### config.mk
export PLATFORM = sky130hd
export DESIGN_NAME = shifting_array_list_flat
export DESIGN_NICKNAME = d
export VERILOG_FILES = /design/src/rtl/sal_pkg.sv /design/src/rtl/sal_req_if.sv /design/src/rtl/sal_rsp_if.sv /design/src/rtl/sal_ctrl.sv /design/src/rtl/sal_dp.sv /design/src/rtl/shifting_array_list.sv /design/src/flat_wrapper.sv
export SDC_FILE = /design/constraint.sdc
export NUM_CORES = 2
export LEC_CHECK = 0
export BUFFER_PORTS_ARGS = -buffer_cell sky130_fd_sc_hd__buf_2
export CORE_ASPECT_RATIO = 1.2
export CORE_MARGIN = 2
export CORE_UTILIZATION = 30
export DETAILED_ROUTE_END_ITERATION = 6
export PLACE_DENSITY = 0.46
export SLEW_MARGIN = 0
export SYNTH_ARGS = -nofsm -noshare
export SYNTH_HDL_FRONTEND = slang
export SYNTH_SLANG_ARGS = --single-unit
### constraint.sdc
create_clock -name clk -period 5.6 [get_ports clk]
set_clock_uncertainty 0.1 [all_clocks]
set_input_delay 0.56 -clock clk [delete_from_list [all_inputs] [get_ports clk]]
set_output_delay 0.56 -clock clk [all_outputs]
set_load 0.005 [all_outputs]
### src/rtl/sal_pkg.sv
`default_nettype none
// ----------------------------------------------------------------------------
// sal_pkg: shared types and constants of the shifting array list
// request and status codes, field widths, controller/datapath signal groups
// ----------------------------------------------------------------------------
package sal_pkg;

  localparam int REQ_W  = 3;
  localparam int POS_W  = 7;
  localparam int VAL_W  = 32;
  localparam int STS_W  = 2;
  localparam int CNT_W  = 7;
  localparam int LIM_W  = 7;

  localparam logic [LIM_W-1:0] LIM_RESET = 7'd64;

  localparam logic [REQ_W-1:0] REQ_INSERT  = 3'd0;
  localparam logic [REQ_W-1:0] REQ_REMOVE  = 3'd1;
  localparam logic [REQ_W-1:0] REQ_REPLACE = 3'd2;
  localparam logic [REQ_W-1:0] REQ_READ    = 3'd3;
  localparam logic [REQ_W-1:0] REQ_COMPARE = 3'd4;
  localparam logic [REQ_W-1:0] REQ_CLEAR   = 3'd5;

  localparam logic [STS_W-1:0] ST_OK    = 2'd0;
  localparam logic [STS_W-1:0] ST_FULL  = 2'd1;
  localparam logic [STS_W-1:0] ST_RANGE = 2'd2;

  typedef struct packed {
    logic load;      // latch accepted item
    logic rd_pos;    // read entry at position
    logic rd_shift;  // read neighbor of pointer
    logic wr_shift;  // write moved entry at pointer, step pointer
    logic wr_pos;    // write value at position
    logic finish;    // commit count, load result register
  } sal_cmd_t;

  typedef struct packed {
    logic [REQ_W-1:0] op;
    logic             ok;
    logic             more;      // shift needed at start
    logic             last;      // current shift step is the final one
    logic             out_free;
  } sal_sts_t;

endpackage

`default_nettype wire

### src/rtl/sal_req_if.sv
`default_nettype none
// ----------------------------------------------------------------------------
// sal_req_if: request channel
// valid/ready handshake carrying one list request item
// ----------------------------------------------------------------------------
interface sal_req_if;
  import sal_pkg::*;

  logic                    valid;
  logic                    ready;
  logic [REQ_W-1:0]        req_type;
  logic [POS_W-1:0]        position;
  logic signed [VAL_W-1:0] value;

  modport source (output valid, output req_type, output position, output value,
                  input ready);
  modport sink   (input valid, input req_type, input position, input value,
                  output ready);
endinterface

`default_nettype wire

### src/rtl/sal_rsp_if.sv
`default_nettype none
// ----------------------------------------------------------------------------
// sal_rsp_if: result channel
// valid/ready handshake carrying one list result item
// ----------------------------------------------------------------------------
interface sal_rsp_if;
  import sal_pkg::*;

  logic                    valid;
  logic                    ready;
  logic [STS_W-1:0]        status;
  logic signed [VAL_W-1:0] read_value;
  logic                    is_match;
  logic [CNT_W-1:0]        entry_count;
  logic                    is_empty;
  logic                    is_full;

  modport source (output valid, output status, output read_value, output is_match,
                  output entry_count, output is_empty, output is_full,
                  input ready);
  modport sink   (input valid, input status, input read_value, input is_match,
                  input entry_count, input is_empty, input is_full,
                  output ready);
endinterface

`default_nettype wire

### src/rtl/sal_ctrl.sv
`default_nettype none
// ----------------------------------------------------------------------------
// sal_ctrl: request sequencer
// steps each request through decode, entry moves, write and result hand-off
// ----------------------------------------------------------------------------
module sal_ctrl (
  input  wire logic              clk,
  input  wire logic              rst_n,
  input  wire logic              in_valid,
  output logic                   in_ready,
  input  wire sal_pkg::sal_sts_t sts,
  output sal_pkg::sal_cmd_t      cmd
);
  import sal_pkg::*;

  typedef enum logic [5:0] {
    S_IDLE  = 6'b000001,
    S_EXEC  = 6'b000010,
    S_SHRD  = 6'b000100,
    S_SHWR  = 6'b001000,
    S_WRITE = 6'b010000,
    S_RESP  = 6'b100000
  } state_t;

  state_t state_r, state_nxt;

  always_ff @(posedge clk) begin
    if (!rst_n) begin
      state_r <= S_IDLE;
    end else begin
      state_r <= state_nxt;
    end
  end

  assign in_ready = (state_r == S_IDLE);

  always_comb begin
    state_nxt = state_r;
    cmd       = '0;
    case (state_r)
      S_IDLE: begin
        if (in_valid) begin
          cmd.load  = 1'b1;
          state_nxt = S_EXEC;
        end
      end
      S_EXEC: begin
        if (!sts.ok) begin
          state_nxt = S_RESP;
        end else begin
          case (sts.op)
            REQ_INSERT:  state_nxt = sts.more ? S_SHRD : S_WRITE;
            REQ_REMOVE:  state_nxt = sts.more ? S_SHRD : S_RESP;
            REQ_REPLACE: state_nxt = S_WRITE;
            REQ_READ, REQ_COMPARE: begin
              cmd.rd_pos = 1'b1;
              state_nxt  = S_RESP;
            end
            default:     state_nxt = S_RESP;
          endcase
        end
      end
      S_SHRD: begin
        cmd.rd_shift = 1'b1;
        state_nxt    = S_SHWR;
      end
      S_SHWR: begin
        cmd.wr_shift = 1'b1;
        if (sts.last) begin
          state_nxt = (sts.op == REQ_INSERT) ? S_WRITE : S_RESP;
        end else begin
          state_nxt = S_SHRD;
        end
      end
      S_WRITE: begin
        cmd.wr_pos = 1'b1;
        state_nxt  = S_RESP;
      end
      S_RESP: begin
        if (sts.out_free) begin
          cmd.finish = 1'b1;
          state_nxt  = S_IDLE;
        end
      end
      default: state_nxt = S_IDLE;
    endcase
  end

endmodule

`default_nettype wire

### src/rtl/sal_dp.sv
`default_nettype none
// ----------------------------------------------------------------------------
// sal_dp: list datapath
// entry memory, count, limit register, move pointer and result register
// ----------------------------------------------------------------------------
module sal_dp #(
  parameter int CAPACITY  = 64,
  parameter int WORD_BITS = 32
) (
  input  wire logic                           clk,
  input  wire logic                           rst_n,
  input  wire logic                           cfg_we,
  input  wire logic [sal_pkg::LIM_W-1:0]      cfg_data,
  input  wire logic [sal_pkg::REQ_W-1:0]      in_req_type,
  input  wire logic [sal_pkg::POS_W-1:0]      in_position,
  input  wire logic signed [sal_pkg::VAL_W-1:0] in_value,
  input  wire logic                           out_ready,
  output logic                                out_valid,
  output logic [sal_pkg::STS_W-1:0]           out_status,
  output logic signed [sal_pkg::VAL_W-1:0]    out_read_value,
  output logic                                out_is_match,
  output logic [sal_pkg::CNT_W-1:0]           out_entry_count,
  output logic                                out_is_empty,
  output logic                                out_is_full,
  input  wire sal_pkg::sal_cmd_t              cmd,
  output sal_pkg::sal_sts_t                   sts
);
  import sal_pkg::*;

  localparam int AW   = (CAPACITY > 1) ? $clog2(CAPACITY) : 1;
  localparam int CW   = $clog2(CAPACITY + 1);
  localparam int CMPW = (CW > POS_W) ? CW : POS_W;

  logic [WORD_BITS-1:0] mem [CAPACITY];

  logic [LIM_W-1:0]     lim_r;
  logic [CW-1:0]        count_r, count_nxt;
  logic [REQ_W-1:0]     req_r;
  logic [CMPW-1:0]      pos_r;
  logic [WORD_BITS-1:0] word_r;
  logic [CW-1:0]        ptr_r;
  logic [WORD_BITS-1:0] rdata_r;

  logic                    out_valid_r;
  logic [STS_W-1:0]        out_status_r;
  logic signed [VAL_W-1:0] out_read_value_r;
  logic                    out_is_match_r;
  logic [CNT_W-1:0]        out_entry_count_r;
  logic                    out_is_empty_r;
  logic                    out_is_full_r;

  logic [CMPW-1:0]      limit;
  logic [CMPW-1:0]      cnt_c;
  logic [STS_W-1:0]     status_c;
  logic                 ok_c;
  logic [CW-1:0]        ptr_dec, ptr_inc;
  logic signed [63:0]   in_ext;
  logic signed [63:0]   rd_ext;
  logic                 mem_we, mem_re;
  logic [AW-1:0]        waddr, raddr;
  logic [WORD_BITS-1:0] wdata;

  // effective limit
  always_comb begin
    if (lim_r == '0) begin
      limit = CMPW'(1);
    end else if (CMPW'(lim_r) > CMPW'(CAPACITY)) begin
      limit = CMPW'(CAPACITY);
    end else begin
      limit = CMPW'(lim_r);
    end
  end

  assign cnt_c   = CMPW'(count_r);
  assign ptr_dec = ptr_r - CW'(1);
  assign ptr_inc = ptr_r + CW'(1);
  assign in_ext  = 64'(in_value);
  assign rd_ext  = 64'(signed'(rdata_r));

  always_comb begin
    status_c = ST_OK;
    case (req_r)
      REQ_INSERT: begin
        if (cnt_c >= limit) begin
          status_c = ST_FULL;
        end else if (pos_r > cnt_c) begin
          status_c = ST_RANGE;
        end
      end
      REQ_REMOVE, REQ_REPLACE, REQ_READ, REQ_COMPARE: begin
        if (pos_r >= cnt_c) begin
          status_c = ST_RANGE;
        end
      end
      default: status_c = ST_OK;
    endcase
  end

  assign ok_c = (status_c == ST_OK);

  always_comb begin
    sts          = '0;
    sts.op       = req_r;
    sts.ok       = ok_c;
    sts.out_free = !out_valid_r || out_ready;
    if (req_r == REQ_INSERT) begin
      sts.more = CMPW'(ptr_r) > pos_r;
      sts.last = CMPW'(ptr_dec) == pos_r;
    end else begin
      sts.more = CMPW'(ptr_inc) < cnt_c;
      sts.last = (CMPW'(ptr_inc) + CMPW'(1)) == cnt_c;
    end
  end

  // count after commit
  always_comb begin
    count_nxt = count_r;
    if (ok_c) begin
      case (req_r)
        REQ_INSERT: count_nxt = count_r + CW'(1);
        REQ_REMOVE: count_nxt = count_r - CW'(1);
        REQ_CLEAR:  count_nxt = '0;
        default:    count_nxt = count_r;
      endcase
    end
  end

  // memory port selection
  assign mem_we = cmd.wr_shift || cmd.wr_pos;
  assign mem_re = cmd.rd_shift || cmd.rd_pos;
  assign waddr  = cmd.wr_shift ? ptr_r[AW-1:0] : pos_r[AW-1:0];
  assign wdata  = cmd.wr_shift ? rdata_r : word_r;

  always_comb begin
    if (cmd.rd_pos) begin
      raddr = pos_r[AW-1:0];
    end else if (req_r == REQ_INSERT) begin
      raddr = ptr_dec[AW-1:0];
    end else begin
      raddr = ptr_inc[AW-1:0];
    end
  end

  always_ff @(posedge clk) begin
    if (mem_we) begin
      mem[waddr] <= wdata;
    end
    if (mem_re) begin
      rdata_r <= mem[raddr];
    end
  end

  // request registers and pointer
  always_ff @(posedge clk) begin
    if (cmd.load) begin
      req_r  <= in_req_type;
      pos_r  <= CMPW'(in_position);
      word_r <= in_ext[WORD_BITS-1:0];
      ptr_r  <= (in_req_type == REQ_INSERT) ? count_r : CW'(in_position);
    end else if (cmd.wr_shift) begin
      ptr_r  <= (req_r == REQ_INSERT) ? ptr_dec : ptr_inc;
    end
  end

  // control state
  always_ff @(posedge clk) begin
    if (!rst_n) begin
      lim_r       <= LIM_RESET;
      count_r     <= '0;
      out_valid_r <= 1'b0;
    end else begin
      if (cfg_we) begin
        lim_r <= cfg_data;
      end
      if (cmd.finish) begin
        count_r     <= count_nxt;
        out_valid_r <= 1'b1;
      end else if (out_ready) begin
        out_valid_r <= 1'b0;
      end
    end
  end

  // result register
  always_ff @(posedge clk) begin
    if (cmd.finish) begin
      out_status_r      <= status_c;
      out_read_value_r  <= (ok_c && req_r == REQ_READ) ? rd_ext[VAL_W-1:0] : '0;
      out_is_match_r    <= ok_c && (req_r == REQ_COMPARE) && (rdata_r == word_r);
      out_entry_count_r <= CNT_W'(count_nxt);
      out_is_empty_r    <= (count_nxt == '0);
      out_is_full_r     <= CMPW'(count_nxt) >= limit;
    end
  end

  assign out_valid       = out_valid_r;
  assign out_status      = out_status_r;
  assign out_read_value  = out_read_value_r;
  assign out_is_match    = out_is_match_r;
  assign out_entry_count = out_entry_count_r;
  assign out_is_empty    = out_is_empty_r;
  assign out_is_full     = out_is_full_r;

endmodule

`default_nettype wire

### src/rtl/shifting_array_list.sv
`default_nettype none
// ----------------------------------------------------------------------------
// shifting_array_list: ordered list of signed words in a single-port memory
// steps: decode, then result for read, compare, clear, unused codes, refused requests and
// last-entry remove; replace writes; insert and remove move entries, then insert writes
// throughput: one item at a time, next taken the cycle after its result is loaded,
// which waits while an unaccepted result sits in the output register
// reset: count zero, limit 64; list contents undefined, no clearing pass
// ----------------------------------------------------------------------------
module shifting_array_list #(
  parameter int CAPACITY  = 64,
  parameter int WORD_BITS = 32
) (
  input  wire logic                      clk,
  input  wire logic                      rst_n,
  input  wire logic                      cfg_we,
  input  wire logic [sal_pkg::LIM_W-1:0] cfg_data,
  sal_req_if.sink                        in_ch,
  sal_rsp_if.source                      out_ch
);
  import sal_pkg::*;

  sal_cmd_t cmd;
  sal_sts_t sts;

  sal_ctrl u_ctrl (
    .clk      (clk),
    .rst_n    (rst_n),
    .in_valid (in_ch.valid),
    .in_ready (in_ch.ready),
    .sts      (sts),
    .cmd      (cmd)
  );

  sal_dp #(
    .CAPACITY  (CAPACITY),
    .WORD_BITS (WORD_BITS)
  ) u_dp (
    .clk             (clk),
    .rst_n           (rst_n),
    .cfg_we          (cfg_we),
    .cfg_data        (cfg_data),
    .in_req_type     (in_ch.req_type),
    .in_position     (in_ch.position),
    .in_value        (in_ch.value),
    .out_ready       (out_ch.ready),
    .out_valid       (out_ch.valid),
    .out_status      (out_ch.status),
    .out_read_value  (out_ch.read_value),
    .out_is_match    (out_ch.is_match),
    .out_entry_count (out_ch.entry_count),
    .out_is_empty    (out_ch.is_empty),
    .out_is_full     (out_ch.is_full),
    .cmd             (cmd),
    .sts             (sts)
  );

endmodule

`default_nettype wire

### src/flat_wrapper.sv
// flat-port wrapper written by rule: the top's interface ports become plain ports
module shifting_array_list_flat import sal_pkg::*;
#(
  parameter int CAPACITY  = 64,
  parameter int WORD_BITS = 32
)
  (clk, rst_n, cfg_we, cfg_data, in_ch_valid, in_ch_req_type, in_ch_position, in_ch_value, in_ch_ready, out_ch_valid, out_ch_status, out_ch_read_value, out_ch_is_match, out_ch_entry_count, out_ch_is_empty, out_ch_is_full, out_ch_ready);
  sal_req_if in_ch_i ();
  sal_rsp_if out_ch_i ();
  input  wire logic clk;
  input  wire logic rst_n;
  input  wire logic cfg_we;
  input  wire logic [sal_pkg::LIM_W-1:0] cfg_data;
  input wire logic [$bits(in_ch_i.valid)-1:0] in_ch_valid;
  input wire logic [$bits(in_ch_i.req_type)-1:0] in_ch_req_type;
  input wire logic [$bits(in_ch_i.position)-1:0] in_ch_position;
  input wire logic [$bits(in_ch_i.value)-1:0] in_ch_value;
  output wire logic [$bits(in_ch_i.ready)-1:0] in_ch_ready;
  output wire logic [$bits(out_ch_i.valid)-1:0] out_ch_valid;
  output wire logic [$bits(out_ch_i.status)-1:0] out_ch_status;
  output wire logic [$bits(out_ch_i.read_value)-1:0] out_ch_read_value;
  output wire logic [$bits(out_ch_i.is_match)-1:0] out_ch_is_match;
  output wire logic [$bits(out_ch_i.entry_count)-1:0] out_ch_entry_count;
  output wire logic [$bits(out_ch_i.is_empty)-1:0] out_ch_is_empty;
  output wire logic [$bits(out_ch_i.is_full)-1:0] out_ch_is_full;
  input wire logic [$bits(out_ch_i.ready)-1:0] out_ch_ready;
  assign in_ch_i.valid = in_ch_valid;
  assign in_ch_i.req_type = in_ch_req_type;
  assign in_ch_i.position = in_ch_position;
  assign in_ch_i.value = in_ch_value;
  assign in_ch_ready = in_ch_i.ready;
  assign out_ch_valid = out_ch_i.valid;
  assign out_ch_status = out_ch_i.status;
  assign out_ch_read_value = out_ch_i.read_value;
  assign out_ch_is_match = out_ch_i.is_match;
  assign out_ch_entry_count = out_ch_i.entry_count;
  assign out_ch_is_empty = out_ch_i.is_empty;
  assign out_ch_is_full = out_ch_i.is_full;
  assign out_ch_i.ready = out_ch_ready;
  shifting_array_list #(.CAPACITY(CAPACITY), .WORD_BITS(WORD_BITS)) u_core (.clk(clk), .rst_n(rst_n), .cfg_we(cfg_we), .cfg_data(cfg_data), .in_ch(in_ch_i), .out_ch(out_ch_i));
endmodule
=== After elaboration in Yosys (flattened, before gate mapping) ===
Memory sizes are Yosys's and may differ from the RTL's. A register that Yosys moved wholly into a read port is not among the register bits.
Index checks and enable logic that the tools add are counted.

* Register bits after elaboration: 114
* Memories: 1
* Input port bits: 54
* Logic and storage cells: 100
* Memory bits (writable): 2048

{| class="wikitable"
|+ Memories
! memory !! depth !! bits a word !! read ports !! clocked after Yosys merged registers in !! write ports !! line !! text
|-
| u_core.u_dp.mem || 64 || 32 || 1 || 1 || 1 || sal_dp.sv:34 || <nowiki>logic [WORD_BITS-1:0] mem [CAPACITY];</nowiki>
|}

* Order comparisons: 7
* Reduce and logical (&&, ||, !) cells: 17
* Add/sub/neg operators: 5
* Muxes and demuxes: 40
* Eq/ne operators: 16

{| class="wikitable"
|+ Operator list
! cell !! count
|-
| $mux 6 || 9
|-
| $mux 7 || 7
|-
| $pmux 6 s6 || 1
|-
| $eq 32x32->1 || 1
|-
| $mux 32 || 1
|-
| $add 7x1->7 const B || 3
|-
| $ge 7x7->1 || 3
|-
| $pmux 7 s3 || 1
|-
| $pmux 6 s3 || 1
|-
| $eq 7x7->1 || 2
|-
| $gt 7x7->1 || 2
|-
| $logic_not 7->1 || 2
|-
| $mux 1 || 14
|-
| $sub 7x1->7 const B || 2
|-
| $mux 2 || 4
|-
| $gt 7x7->1 const B || 1
|-
| $lt 7x7->1 || 1
|-
| $eq 3x2->1 const B || 2
|-
| $eq 3x3->1 const B || 2
|-
| $eq 6x1->1 const B || 1
|-
| $eq 6x2->1 const B || 1
|-
| $eq 6x3->1 const B || 1
|-
| $eq 6x4->1 const B || 1
|-
| $eq 6x5->1 const B || 1
|-
| 15 further kinds || 21
|}

=== Logic depth before layout (Yosys ltp) ===
* Depth in word-level cells: 10
* Gate-level depth with buffers: 24

=== Cells and area by module ===
A second synthesis with hierarchy kept.

* Cells, all modules: 6346
* Area, all modules: 88387.3 µm²

{| class="wikitable"
|+ Modules (own cells, without submodules)
! module !! cells each !! area an instance (µm²) !! instances
|-
| sal_dp || 6299 || 87993.1 || 1
|-
| sal_ctrl || 47 || 394.1 || 1
|}

=== Worst setup path before layout ===
Ideal clock, no wire load.

* Kind: register to register
* Start: register u_core.u_ctrl.state_r[3]
* End: register u_core.u_dp.count_r[4] (netlist: u_core.u_dp.cnt_c[4])
* Cell stages (with the launch flop): 9
* Required time: 5.372 ns
* Period minus slack after synthesis: 4.199 ns
* Arrival: 3.971 ns
* Buffers on the path: 1
* Setup slack: 1.401 ns
* Cells stage by stage: dfxtp_1 -> nor2_1 -> nand4b_1 -> nor2b_1 -> inv_1 -> or4_1 -> clkbuf_1 -> a22oi_1 -> nor2_1

{| class="wikitable"
|+ RTL lines
! element !! line !! text
|-
| from (decl) || sal_ctrl.sv:25 || <nowiki>state_t state_r, state_nxt;</nowiki>
|-
| from (signal assigned) || sal_ctrl.sv:31 || <nowiki>state_r <= state_nxt;</nowiki>
|-
| to (signal assigned) || sal_dp.sv:176 || <nowiki>count_r <= count_nxt;</nowiki>
|-
| to (decl) || sal_dp.sv:37 || <nowiki>logic [CW-1:0] count_r, count_nxt;</nowiki>
|}

=== Final worst setup path ===
* Start: register u_core.u_dp.pos_r[0]
* End: register u_core.u_dp.rdata_r[27] (read register of u_core.u_dp.mem) (data pin)

* Word-level cells in the longest chain between the ends: 8
* Elaborated cells between the ends (all ways): 11
* Classes of those cells: order compare: 2; mux: 7; reduce/logical: 2

{| class="wikitable"
|+ Ends and longest elaborated chain
! element !! line !! text
|-
| from (decl) || sal_dp.sv:39 || <nowiki>logic [CMPW-1:0] pos_r;</nowiki>
|-
| from (signal assigned) || sal_dp.sv:157 || <nowiki>pos_r <= CMPW'(in_position);</nowiki>
|-
| $gt 7x7->1 || sal_dp.sv:86 || <nowiki>end else if (pos_r > cnt_c) begin</nowiki>
|-
| $mux 2 || sal_dp.sv:86 ||
|-
| $mux 2 || sal_dp.sv:84 || <nowiki>if (cnt_c >= limit) begin</nowiki>
|-
| $pmux 2 s2 || sal_dp.sv:82 || <nowiki>case (req_r)</nowiki>
|-
| $logic_not 2->1 || sal_dp.sv:99 || <nowiki>assign ok_c = (status_c == ST_OK);</nowiki>
|-
| $mux 1 || sal_ctrl.sv:48 || <nowiki>if (!sts.ok) begin</nowiki>
|-
| $mux 1 || sal_ctrl.sv:40 || <nowiki>case (state_r)</nowiki>
|-
| $mux 6 / $logic_or 1x1->1 (equally long branches) || sal_dp.sv:135, sal_dp.sv:130 ||
|-
| to (decl) || sal_dp.sv:42 || <nowiki>logic [WORD_BITS-1:0] rdata_r;</nowiki>
|}

Parallel ways exist; a longest one is shown, timed or not.
A chain may end at the register's enable or synchronous reset.

==> impl_metrics.tcl <==
set metrics [dict create \
    pwr-share-comb_pct 15.9 \
    dr.max_layer_used "met5" \
    cts_tree "built" \
    num_io_pins 100 \
    totalPowerFinal_mw 38.62 \
    grt_util_all_layers_pct 18.39 \
    ys_async_sr_fraction_pct 0 \
    root_buffer "clkbuf_16" \
    totalWireLength_um 281100 \
    peakVddDrop_uv 258.5 \
    startpoint_type "flip-flop" \
    overflow 0 \
    place_area_um2 95260 \
    reg2reg_slack_ns 0.40 \
    place_inst 10100 \
    required_ns 6.22 \
    cp_max_fo 58 \
    met3_length_um 14850 \
    maxCapViolCount 0 \
    clockPowerShare_pct 36.9 \
    postRouteAntennaNets 0 \
    postSynthCellCount 6247 \
    p_sw_mw 10.67 \
    die_y_um 597.1 \
    core_um2 291300 \
    synth_area_um2 87950 \
    max_slew_margin_pct 10.98 \
    crit_path_end_kind "flip-flop" \
    worstSetupPathType "flip-flop to flip-flop" \
    finalNonFillerCells 10550 \
    min_to "u_core.u_dp.word_r[1]" \
    syn_nets 6348 \
    ys_seq_area_share_pct 74.67 \
    clk_pin_slew_ns 0.07 \
    hold_path_class "input pin to flip-flop" \
    cts-buffers-inserted 222 \
    synth_ff_type "edfxtp_1" \
    htreeDepth 4 \
    worstHoldStart "in_ch_value[1]" \
    start_util_pct 30.19 \
    fmax_ghz 0.1922 \
    power_density_nw_per_um2 376.4 \
    final_common_cell "edfxtp_1" \
    drt-initial-drc-count 5436 \
    final_max_slew_viol_count 0 \
    setup_viol_count_final 0 \
    hold_viol 0 \
    antenna_found_initial 13 \
    final_nets 6650 \
    clock_path_buffers 4 \
    avgSynthCellArea_um2 14.08 \
    routed_via_density 5.174 \
    final_area_um2 102600 \
    sw_frac_of_total_pct 27.62 \
    die_area_um2 297500 \
    layout_common_cells "edfxtp_1 (2,173), nand2_1 (1,435), a21oi_1 (464), mux2i_1 (303), buf_4 (250)" \
    area_delta_synth_final_pct 16.66 \
    p_leak_nw 33.99 \
    seq_power_share_pct 47.2 \
    arrival_ns 5.82 \
    status "completed" \
    drc 0 \
    grt_pass1_wl_um 403000 \
    vias 54600 \
    dp_hpwl_um 167500 \
    finalCriticalPeriod_ns 5.204 \
    setup-tns-final_ns 0 \
    grt_pass1_vias 53850 \
    port_buffers 99 \
    first_pass_iters 5 \
    wl_met2_um 136100 \
    ys_warn_count 0 \
    die_w_um 498.3 \
    r2r-end "u_core.u_dp.rdata_r[27]" \
    holdPathStages 2 \
    rows 217 \
    wl_met1_um 123000 \
    fin_crit_sh_pct 92.93 \
    r2r-start "u_core.u_dp.pos_r[0]" \
    wl_per_cell_um 26.63 \
    rsz0062_at_grt "false" \
    clkSinkCount 2194 \
    worst_slew_pin_slew_ns 1.335 \
    insertion_delay_ns 0.89 \
    synth_cell_types 82 \
    p_int_mw 27.95 \
    synth-seq-cells 2194 \
    synth_edf_count 2173 \
    place.gp.congestion 0.8504 \
    grt_max_degree 105 \
    reg2regPathDepth 14 \
    layout-drive-gt1-share_pct 12.39 \
]
-- flip-flops by register name, indices dropped and copies added, names as in the netlist --
signal / cells
u_core.u_dp.out_is_empty: 1
u_core.u_dp.lim_r: 7
u_core.u_dp.req_r: 3
u_core.u_dp.out_entry_count: 7
u_core.u_dp.rdata_r: 32
u_core.u_dp.out_is_match: 1
u_core.u_dp.out_read_value: 32
u_core.u_ctrl.state_r: 6
u_core.u_dp.out_is_full: 1
u_core.u_dp.ptr_r: 7
u_core.u_dp.out_valid: 1
u_core.u_dp.word_r: 32
u_core.u_dp.out_status: 2
u_core.u_dp.pos_r: 7
u_core.u_dp.cnt_c: 7
u_core.u_dp.mem: 2048
-- what timing repair did --
item / 4_1_cts / 5_1_grt
setup buffers: 0 / 0
endpoints found under the hold margin: 54 / 0
resized for setup: 0 / 0
hold buffers: 61 / 0
setup endpoints to repair: 0 / 0
-- logic make-up after synthesis --
group / count (synthesis) / synth area share, %
adders and majority gates: 47 / 0.6772
muxes: 305 / 3.474
xor gates and xnor gates: 63 / 0.6274
and+or+nand+nor: 2100 / 10.08
DFF: 2194 / 74.67
AOI/OAI and AO/OA: 1118 / 8.355
buffers and inverters: 420 / 2.110
-- synth_stat cells (6+ instances only) --
cell          n  area, um^2
a2111oi_0    61       534.3
a211oi_1      8       60.06
a21oi_1     465        2327
a221oi_1      7       61.31
a22o_1        6       52.55
a22oi_1     226        1697
a311oi_1     12       105.1
a31oi_1     111       694.4
a32o_1       22       220.2
a32oi_1      27       236.5
and2_1       32       200.2
and3_1       33       206.5
buf_1        61       229.0
buf_2       184       920.9
buf_4         9       67.56
clkbuf_1    134       503.0
dfxtp_1      21       420.4
edfxtp_1   2173       65250
ha_1         46       575.6
inv_1        29       108.9
mux2i_1     303        3033
nand2_1    1468        5510
nand2b_1     10       62.56
nand3_1     239        1196
nand4_1      60       375.4
nor2_1      116       435.4
nor2b_1      11       68.82
nor3_1       68       340.3
nor4_1       13       81.33
o21a_1        9       67.56
o21ai_0      34       170.2
o221ai_1     39       341.6
o22ai_1      20       125.1
o31ai_1       6       45.04
o32a_1        7       70.07
o41ai_1       7       61.31
or3_1        26       162.7
xnor2_1      39       341.6
xor2_1       24       210.2
-- worst max-delay path by stage --
stage / start / to / slack, ns / cells past startpoint
floorplan: u_core.u_ctrl.state_r[3] / u_core.u_dp.cnt_c[4] / 1.40 / 8
global placement: u_core.u_dp.pos_r[0] / u_core.u_dp.rdata_r[27] / 0.52 / 14
detailed placement: u_core.u_dp.pos_r[0] / u_core.u_dp.rdata_r[27] / 0.54 / 14
CTS: u_core.u_dp.pos_r[0] / u_core.u_dp.rdata_r[27] / 0.47 / 14
global route: u_core.u_dp.pos_r[0] / u_core.u_dp.rdata_r[27] / 0.23 / 14
finish: u_core.u_dp.pos_r[0] / u_core.u_dp.rdata_r[27] / 0.40 / 14
-- metal layers --
layer  up-vias  global-route usage, %
met5         -                      0
met4         2                  4.806
met3       386                  2.100
met2      1732                  31.01
met1     28260                  25.14
li1      24220                      -
-- per-stage QoR --
stage / worst slack [ns] / hold WS [ns] / util [%]
finish: 0.3960 / 0.3075 / 35.22
global route: 0.2298 / 0.2852 / 35.21
CTS: 0.4715 / 0.2472 / 35.21
detailed placement: 0.5375 / 0.4181 / 32.70
global placement: 0.5214 / 0.4105 / 32.70
floorplan: 1.401 / 0.3612 / -
-- power by group through the flow --
stage / combinational [mW] / sequential (mW) / clock [mW]
floorplan: 3.51 / 18.6 / 0
global placement: 6.10 / 18.6 / 0
detailed placement: 6.10 / 18.6 / 0
CTS: 6.16 / 18.2 / 14.5
global route: 6.61 / 18.2 / 15.1
finish: 6.14 / 18.2 / 14.2
-- worst max-delay path, cell delays in order (launching register included) --
cell and delay [ns]:
edfxtp_1 0.44, inv_1 0.16, ha_1 0.27, nand2b_1 0.15, a211o_1 0.37, a2111oi_4 0.47
a211o_4 0.66, buf_12 0.37, buf_4 0.26, nand2_1 0.07, a31oi_1 0.19, a2111oi_0 0.15
buf_4 0.16, nor3_1 0.96, or3_1 0.23
-- cell type report --
| cell class | instances | area (um^2) |
|---|---|---|
| clock buffer | 277 | 5813 |
| multi-input combinational | 3633 | 21140 |
| antenna | 7 | 17.52 |
| timing repair buffer | 468 | 4144 |
| tap | 3832 | 4795 |
| sequential | 2194 | 65670 |
| inverter | 30 | 112.6 |
| fill | 27940 | 188700 |
| clock inverter | 113 | 904.6 |
No activity file was read; power rests on OpenSTA's default activity.
